--- src/hw/rtl/sosc_pkg.sv ---
// ----------------------------------------------------------------------------
// sosc_pkg
// Shared types and constants of the shift outlier sigma clip unit.
// ----------------------------------------------------------------------------
package sosc_pkg;

  // reset value of the zone width register (3.0 in Q4.8)
  localparam logic [11:0] Z_RESET = 12'd768;
  localparam int Z_W = 12;
  // fewest inliers for the recomputed mean
  localparam int MIN_INLIERS = 4;

  // datapath operations issued by the controller
  typedef enum logic [4:0] {
    OP_NONE,
    OP_LOAD,
    OP_NQ,
    OP_SS,
    OP_VDIV,
    OP_VSAVE,
    OP_ZONE,
    OP_MDIV,
    OP_MSAVE,
    OP_BOUNDS,
    OP_RD,
    OP_CHK,
    OP_IDIV,
    OP_ISAVE,
    OP_REP,
    OP_ORD,
    OP_OLD
  } op_t;

  // controller states
  typedef enum logic [4:0] {
    S_LOAD,
    S_NQ,
    S_SS,
    S_VDIV,
    S_VWAIT,
    S_VSAVE,
    S_SQWAIT,
    S_ZONE,
    S_MDIV,
    S_MWAIT,
    S_MSAVE,
    S_BOUNDS,
    S_RD,
    S_CHK,
    S_IDIV,
    S_IWAIT,
    S_ISAVE,
    S_REP,
    S_ORD,
    S_OLD
  } state_t;

  // datapath status back to the controller
  typedef struct packed {
    logic close;
    logic div_busy;
    logic sq_busy;
    logic ax;
    logic last_idx;
    logic out_free;
  } status_t;

endpackage

--- src/hw/rtl/sosc_ctrl.sv ---
// ----------------------------------------------------------------------------
// sosc_ctrl
// Sequencer: load, per-axis statistics, inlier pass, output pass.
// ----------------------------------------------------------------------------
module sosc_ctrl (
  input  logic              clk,
  input  logic              rst_n,
  input  sosc_pkg::status_t stat,
  output sosc_pkg::op_t     op
);

  import sosc_pkg::*;

  state_t state_r;
  state_t state_nxt;

  always_ff @(posedge clk) begin
    if (!rst_n) begin
      state_r <= S_LOAD;
    end else begin
      state_r <= state_nxt;
    end
  end

  // next state
  always_comb begin
    state_nxt = state_r;
    case (state_r)
      S_LOAD:   if (stat.close) state_nxt = S_NQ;
      S_NQ:     state_nxt = S_SS;
      S_SS:     state_nxt = S_VDIV;
      S_VDIV:   state_nxt = S_VWAIT;
      S_VWAIT:  if (!stat.div_busy) state_nxt = S_VSAVE;
      S_VSAVE:  state_nxt = S_SQWAIT;
      S_SQWAIT: if (!stat.sq_busy) state_nxt = S_ZONE;
      S_ZONE:   state_nxt = S_MDIV;
      S_MDIV:   state_nxt = S_MWAIT;
      S_MWAIT:  if (!stat.div_busy) state_nxt = S_MSAVE;
      S_MSAVE:  state_nxt = S_BOUNDS;
      S_BOUNDS: state_nxt = stat.ax ? S_RD : S_NQ;
      S_RD:     state_nxt = S_CHK;
      S_CHK:    state_nxt = stat.last_idx ? S_IDIV : S_RD;
      S_IDIV:   state_nxt = S_IWAIT;
      S_IWAIT:  if (!stat.div_busy) state_nxt = S_ISAVE;
      S_ISAVE:  state_nxt = stat.ax ? S_REP : S_IDIV;
      S_REP:    state_nxt = S_ORD;
      S_ORD:    state_nxt = S_OLD;
      S_OLD: begin
        if (stat.out_free) begin
          state_nxt = stat.last_idx ? S_LOAD : S_ORD;
        end
      end
      default:  state_nxt = S_LOAD;
    endcase
  end

  // operation for the datapath
  always_comb begin
    case (state_r)
      S_LOAD:   op = OP_LOAD;
      S_NQ:     op = OP_NQ;
      S_SS:     op = OP_SS;
      S_VDIV:   op = OP_VDIV;
      S_VSAVE:  op = OP_VSAVE;
      S_ZONE:   op = OP_ZONE;
      S_MDIV:   op = OP_MDIV;
      S_MSAVE:  op = OP_MSAVE;
      S_BOUNDS: op = OP_BOUNDS;
      S_RD:     op = OP_RD;
      S_CHK:    op = OP_CHK;
      S_IDIV:   op = OP_IDIV;
      S_ISAVE:  op = OP_ISAVE;
      S_REP:    op = OP_REP;
      S_ORD:    op = OP_ORD;
      S_OLD:    op = stat.out_free ? OP_OLD : OP_NONE;
      default:  op = OP_NONE;
    endcase
  end

endmodule

--- config.mk ---
export PLATFORM = sky130hd
export DESIGN_NAME = sosc_ctrl
export DESIGN_NICKNAME = d
export VERILOG_FILES = /design/src/hw/rtl/sosc_pkg.sv /design/src/hw/rtl/sosc_ctrl.sv
export SDC_FILE = /design/constraint.sdc
export NUM_CORES = 1
export LEC_CHECK = 0
export ABC_AREA = 1
export BUFFER_PORTS_ARGS = -buffer_cell sky130_fd_sc_hd__buf_2
export CORE_MARGIN = 1.5
export CORE_UTILIZATION = 40
export CTS_CLUSTER_DIAMETER = 40
export CTS_CLUSTER_SIZE = 8
export DETAILED_ROUTE_END_ITERATION = 7
export SLEW_MARGIN = 30
export SYNTH_ARGS = -nofsm -noshare
export SYNTH_HDL_FRONTEND = slang
export SYNTH_SLANG_ARGS = --single-unit
--- constraint.sdc ---
create_clock -name clk -period 1.5 [get_ports clk]
set_input_delay 0.15 -clock clk [delete_from_list [all_inputs] [get_ports clk]]
set_output_delay 0.15 -clock clk [all_outputs]
set_load 0.005 [all_outputs]
==> results of run 1 <==
## cell families after synthesis
logic type	Yosys count	synth area share, %
buffers and inverters	18	11.41
AOI/OAI and AO/OA	13	11.98
DFF	5	15.21
and+or+nand+nor	84	61.41
## path summary, 6_finish.rpt
kind	end	cells past startpoint	slack, ns
max	op[0]	5	0.01
min	state_r[4]	3	0.21
max reg2reg	state_r[0]	10	0.08
min reg2reg	state_r[1]	2	0.54
## report_power, final
part | internal (µW) | switching, µW | leakage (µW)
clock | 101 | 57.7 | 0.0000150
combinational | 182 | 278 | 0.000444
sequential | 157 | 57.4 | 0.0000444
## cells in the final DEF, fill, tap and decap left out
master | netlist | routed
sky130_fd_sc_hd__a21boi_0 | 1 | 1
sky130_fd_sc_hd__a21oi_1 | 7 | 7
sky130_fd_sc_hd__a21oi_4 | 0 | 1
sky130_fd_sc_hd__buf_2 | 0 | 12
sky130_fd_sc_hd__buf_4 | 1 | 11
sky130_fd_sc_hd__clkbuf_1 | 0 | 1
sky130_fd_sc_hd__clkbuf_4 | 1 | 3
sky130_fd_sc_hd__clkinv_4 | 0 | 1
sky130_fd_sc_hd__dfxtp_4 | 0 | 5
sky130_fd_sc_hd__inv_1 | 10 | 8
sky130_fd_sc_hd__inv_2 | 6 | 4
sky130_fd_sc_hd__inv_4 | 0 | 2
sky130_fd_sc_hd__inv_6 | 0 | 1
sky130_fd_sc_hd__nand2_1 | 37 | 27
sky130_fd_sc_hd__nand2_2 | 4 | 11
sky130_fd_sc_hd__nand2_4 | 0 | 3
sky130_fd_sc_hd__nand3_1 | 9 | 9
sky130_fd_sc_hd__nand3_2 | 3 | 3
sky130_fd_sc_hd__nand3b_1 | 1 | 1
sky130_fd_sc_hd__nand4_1 | 6 | 6
sky130_fd_sc_hd__nand4_2 | 1 | 1
sky130_fd_sc_hd__nor2_1 | 16 | 14
sky130_fd_sc_hd__nor2_2 | 4 | 3
sky130_fd_sc_hd__nor2_4 | 1 | 4
sky130_fd_sc_hd__nor3_1 | 1 | 1
sky130_fd_sc_hd__nor4_4 | 0 | 1
sky130_fd_sc_hd__o211ai_1 | 2 | 2
sky130_fd_sc_hd__o21ai_0 | 1 | 1
sky130_fd_sc_hd__o31ai_1 | 1 | 1
## routing by layer
| layer | wire (µm) | GRT usage, % |
|---|---|---|
| met1 | 973 | 29.37 |
| met2 | 1079 | 34.71 |
| met3 | 209 | 9.583 |
| met4 | 27 | 4.848 |
| met5 | 0 | 0 |
## per-stage QoR
step,hold WS (ns),setup TNS [ns],std cells,utilization (%),total power [µW]
after global placement,0.4428,-0.0002914,148,48.44,531.6
after floorplan,0.3339,0,120,-,426.3
after global routing,0.2216,-0.1283,161,62.23,889.4
after detailed placement,0.4576,0,148,48.44,528.0
after CTS,0.2074,0,153,54.02,712.8
final,0.2069,0,161,62.23,832.8
## area by class of cell
type                            instances  area, µm²
Clock buffer                            4      26.28
Fill cell                             148      575.6
Multi-Input combinational cell         97      565.5
Inverter                               16      75.07
Timing Repair Buffer                   23      142.6
Tap cell                               16      20.02
Sequential cell                         5      118.9
## worst max-delay path, delay by kind of cell (launching register included)
family	cells	cell delay (ns)
flip-flops	1	0.39
AND/OR/NAND/NOR	2	0.36
buffers and inverters	2	0.26
AO/OA/AOI/OAI	1	0.07
## repair_timing
action,4_1_cts,5_1_grt
buffers inserted,1,8
pin swaps,1,4
resized for setup,17,23
setup endpoints to repair,4,10
==> summary.txt, run 1 <==
buffer type at the clock tree root -> sky130_fd_sc_hd__clkbuf_4
Worst IR Drop VDD -> 438.0 µV
number of max-cap violations -> 0
maximum number of pins on one net before global-route repair -> 11
type of the worst setup path -> reg2out
detailed-route DRC error count -> 0
most common cell in the netlist -> sky130_fd_sc_hd__nand2_1
master of the slowest instance on the critical path -> sky130_fd_sc_hd__dfxtp_4
launching element type of the critical path -> flip-flop
setup repair after global routing missed its margin -> true
number of nets with antenna violations after detailed routing -> 0
fin area -> 948.4 µm²
Highest Clock Rate -> 672.4 MHz
maximum fanout along the worst path -> 10
Clock H-tree levels -> 1
1st-iter DRT viols -> 60
number of hold-repair buffers added at the cts stage -> 0
port bufs -> 12
TritonCTS clock tree -> done
Min-Delay Path Class -> in2reg
Remaining Overflow, GRT -> 0
FF-to-FF Start -> state_r[0]
routed wirelength normalized by instance count -> 14.22 µm
Detailed Routing Iterations Pass 1 -> 4
setup-violating endpoint count in the final report -> 0
Slew headroom -> 78.49%
height of the die -> 43.56 µm
status -> finished, final reports clean
number of enable-type register cells in the synthesized netlist -> 0
clock skew -> 0.005213 ns
summed instance area of the synthesized netlist -> 658.1 µm²
area of the core -> 1524 µm²
required time of the critical path -> 1.35 ns
Synth top area share -> 21.10%
weighted congestion at the end of routability-driven global placement -> 0.9569
Sinks on Clock Net -> 5
area grow syn2layout -> 44.11%
endpoint arrival time on the critical path -> 1.34 ns
count of pins over their slew limit -> 0
part of the Yosys area used for sequential elements -> 15.21%
Placement Cell Area -> 738.2 µm²
flop and latch count out of synthesis -> 5
Reg with most FFs -> state_r
nature of the critical path endpoint -> primary output
largest stage delay on the critical path -> 0.39 ns
die width -> 43.56 µm
syn_area_per_cell -> 5.484 µm²
wire length of the first global-routing pass -> 3.201 mm
standby leakage power -> 0.0005034 µW
worst setup path start -> state_r[3]
Initial Utilization -> 43.19%
overall routed net length -> 2.290 mm
dpl ws -> 0.02026 ns
startpoint of the worst hold path -> rst_n
placed wire-length estimate after detailed placement -> 1.514 mm
synthesized instance count -> 120
drt via density -> 5.665
number of warnings issued by yosys -> 0
number of antenna repair diodes -> 0
# IOs -> 13
post-route minimum period -> 1.487 ns
Num CTS Buffers -> 3
Synth area leaders -> sky130_fd_sc_hd__nand2_1, sky130_fd_sc_hd__dfxtp_1, sky130_fd_sc_hd__nor2_1
antenna violations before repair -> 0
final net count -> 154
commonest register cell after synthesis -> sky130_fd_sc_hd__dfxtp_1
overall via count from detail_route -> 912
fin crit share -> 99.15%
number of placement rows -> 14
global router's overall resource usage -> 22.55%
via count of the first global-routing pass -> 756
ordered cell list for the critical path -> buf_4 > nor4_4 > a21oi_1 > nand4_1 > buf_2
Longest Clk Path Bufs -> 2
max FFs per register -> 5
area of the die -> 1897 µm²
clock transition at the register clock pins on the worst setup and hold paths after CTS -> 0.05 ns
transition time at the pin with the least slew margin -> 0.3223 ns
synthesized netlist net count -> 128
fraction of layout instances using a drive strength above 1 -> 45.52%
cell types with the highest counts after synthesis -> sky130_fd_sc_hd__nand2_1, sky130_fd_sc_hd__nor2_1, sky130_fd_sc_hd__inv_1
Pwr per Cell Area -> 878.1 nW/µm²
largest registers -> state_r (5)
hold violation total from the final report -> 0
Yosys top cell by area -> sky130_fd_sc_hd__nand2_1
clock insertion delay at the later pin of the skew report -> 0.25 ns
asr flop ratio synth -> 0%
final setup margin -> 0.01269 ns
count of distinct cell types in the synthesized netlist -> 23
Note: power is estimated with default switching activity, not from simulation.
==> run 2: changes to the inputs <==
--- a/config.mk
+++ b/config.mk
@@ -9,2 +9,3 @@
 export BUFFER_PORTS_ARGS = -buffer_cell sky130_fd_sc_hd__buf_2
+export CORE_ASPECT_RATIO = 1.1
 export CORE_MARGIN = 1.5
==> constraint.sdc (replaced) <==
create_clock -name clk -period 1.5 [get_ports clk]
set_input_delay 0.075 -clock clk [delete_from_list [all_inputs] [get_ports clk]]
set_output_delay 0.075 -clock clk [all_outputs]
set_load 0.005 [all_outputs]
==> run 2 against run 1 <==
Setup slack improved by 0.070 ns. Cell area decreased by 11%. Global-route usage decreased by 1.0 points. Clock-buffer cell count unchanged. Clock power decreased by 4%. Core utilization decreased by 8.2 points. Power decreased by 13%. Largest cell class unchanged. Largest power group unchanged. Highest routed layer unchanged.
==> summary.txt, run 2 (same netlist as run 1, synthesis figures left out) <==
most frequent standard cell in the layout excluding fill and tap cells -> sky130_fd_sc_hd__nand2_1
dpl ws -> -0.003233 ns
overall routed net length -> 1.899 mm
max FFs per register -> 5
Min-Delay Path Class -> in2reg
post-route minimum period -> 1.417 ns
Worst R2R Setup Slack -> 0.09 ns
Slew headroom -> 79.69%
Num CTS Buffers -> 3
share of power burned in registers -> 26.4%
number of antenna repair diodes -> 0
Initial Utilization -> 42.25%
Detailed Routing Iterations Pass 1 -> 4
number of nets with antenna violations after detailed routing -> 0
area of the die -> 1898 µm²
transition time at the pin with the least slew margin -> 0.3043 ns
count of pins over their slew limit -> 0
master of the slowest instance on the critical path -> sky130_fd_sc_hd__dfxtp_1
detailed-route DRC error count -> 0
maximum number of pins on one net before global-route repair -> 11
buffer type at the clock tree root -> sky130_fd_sc_hd__clkbuf_4
fin crit share -> 94.47%
Worst IR Drop VDD -> 633.3 µV
drt via density -> 5.404
area of the core -> 1558 µm²
Worst Reg2Reg Path Length in Cells -> 8
routed wirelength normalized by instance count -> 12.17 µm
largest registers -> state_r (5)
Reg with most FFs -> state_r
library cell appearing most often on the critical path -> sky130_fd_sc_hd__nand2_1
height of the die -> 45.54 µm
port bufs -> 12
leading cell types in the layout, fill and taps excluded -> sky130_fd_sc_hd__nand2_1, sky130_fd_sc_hd__nor2_1, sky130_fd_sc_hd__buf_2, sky130_fd_sc_hd__inv_1, sky130_fd_sc_hd__nand3_1
TritonCTS clock tree -> done
clock skew -> 0.003017 ns
Pwr per Cell Area -> 859.0 nW/µm²
final setup margin -> 0.08300 ns
maximum fanout along the worst path -> 6
nature of the critical path endpoint -> primary output
total negative setup slack -> 0 ns
setup-violating endpoint count in the final report -> 0
area grow syn2layout -> 27.95%
Cells after DPL -> 149
standby leakage power -> 0.0004497 µW
clock insertion delay at the later pin of the skew report -> 0.24 ns
weighted congestion at the end of routability-driven global placement -> 0.9157
setup repair after global routing missed its margin -> true
final net count -> 148
number of max-cap violations -> 0
largest stage delay on the critical path -> 0.34 ns
Power Internal -> 394.9 µW
Highest Clock Rate -> 705.7 MHz
via count of the first global-routing pass -> 744
required time of the critical path -> 1.42 ns
die width -> 41.68 µm
Clock H-tree levels -> 1
Final Total Pwr -> 723.4 µW
startpoint of the worst hold path -> rst_n
launching element type of the critical path -> flip-flop
FF-to-FF Start -> state_r[1]
overall via count from detail_route -> 843
global router's overall resource usage -> 21.56%
fin area -> 842.1 µm²
status -> finished, final reports clean
non-filler cells, final -> 156
number of placement rows -> 15
wire length of the first global-routing pass -> 3.125 mm
capturing instance or port of the critical path -> op[3]
Longest Clk Path Bufs -> 2
clock transition at the register clock pins on the worst setup and hold paths after CTS -> 0.04 ns
combinational share of power -> 52.7%
Sinks on Clock Net -> 5
proportion of total power due to net switching -> 45.41%
critical register-to-register path endpoint -> state_r[4]
switching power -> 328.5 µW
ordered cell list for the critical path -> inv_2 > nand2_1 > nor2_4 > nand2_1 > inv_1 > nor2_1 > o211ai_1 > buf_2
number of hold-repair buffers added at the cts stage -> 0
part of the total power dissipated in the clock network -> 20.9%
hold violation total from the final report -> 0
Remaining Overflow, GRT -> 0
worst setup path start -> state_r[4]
type of the worst setup path -> reg2out
fraction of layout instances using a drive strength above 1 -> 35.25%
antenna violations before repair -> 0
Placement Cell Area -> 739.5 µm²
# IOs -> 13
endpoint arrival time on the critical path -> 1.34 ns
placed wire-length estimate after detailed placement -> 1.542 mm
1st-iter DRT viols -> 27
[run 2: changes by cell type in the layout (fill, tap and decap cells not counted), moves of 2 or more]
cell and change:
sky130_fd_sc_hd__buf_4 -7, sky130_fd_sc_hd__inv_2 +2, sky130_fd_sc_hd__inv_4 -2, sky130_fd_sc_hd__nand2_4 -3, sky130_fd_sc_hd__nand2_2 -5, sky130_fd_sc_hd__dfxtp_2 +2, sky130_fd_sc_hd__dfxtp_4 -3, sky130_fd_sc_hd__inv_1 +2
sky130_fd_sc_hd__nand2_1 +8
[run 2: metal layers]
| metal | track usage (%) | vias up | wire length (µm) |
|---|---|---|---|
| met5 | 0 | - | 0 |
| met4 | 12.90 | 0 | 44 |
| met3 | 2.778 | 6 | 96 |
| met2 | 37.81 | 36 | 985 |
| met1 | 25.42 | 371 | 774 |
| li1 | - | 430 | - |
[run 2: how the worst min path moves through the flow]
stage                             to  slack, ns  depth (start not counted)
after floorplan           state_r[0]       0.26                          2
after global placement    state_r[1]       0.37                          3
after detailed placement  state_r[3]       0.37                          3
after CTS                 state_r[3]       0.12                          3
after global routing      state_r[2]       0.15                          3
final                     state_r[3]       0.12                          3
[run 2: through the flow]
step,utilization (%),hold slack [ns]
global placement,47.47,0.3703
global route,54.06,0.1493
finish,54.06,0.1224
floorplan,-,0.2589
detailed placement,47.47,0.3710
CTS,50.04,0.1160
[run 2: power groups by stage]
stage | logic, µW | registers (µW) | clock network, µW
floorplan | 251 | 176 | 0
global placement | 348 | 182 | 0
detailed placement | 344 | 183 | 0
CTS | 351 | 183 | 163
global route | 420 | 193 | 170
finish | 381 | 191 | 151
[run 2: what timing repair did]
item                       in CTS  in global routing
setup buffers                   0                  3
setup endpoints to repair       4                  7
resized for setup               5                 11
pin swaps                       0                  1
[run 2: worst max-delay path: cells and delay by family (launching register included)]
kind / cells / cell delay (ns)
buffers and inverters: 3 / 0.32
flip-flops: 1 / 0.34
AND/OR/NAND/NOR: 4 / 0.40
AO/OA/AOI/OAI: 1 / 0.06
[run 2: cell type report]
type	instances	area, µm²
tap	17	21.27
timing repair buffer	17	101.3
sequential	5	110.1
clock buffer	4	26.28
inverter	16	60.06
fill	167	715.7
multi-input combinational	97	523.0
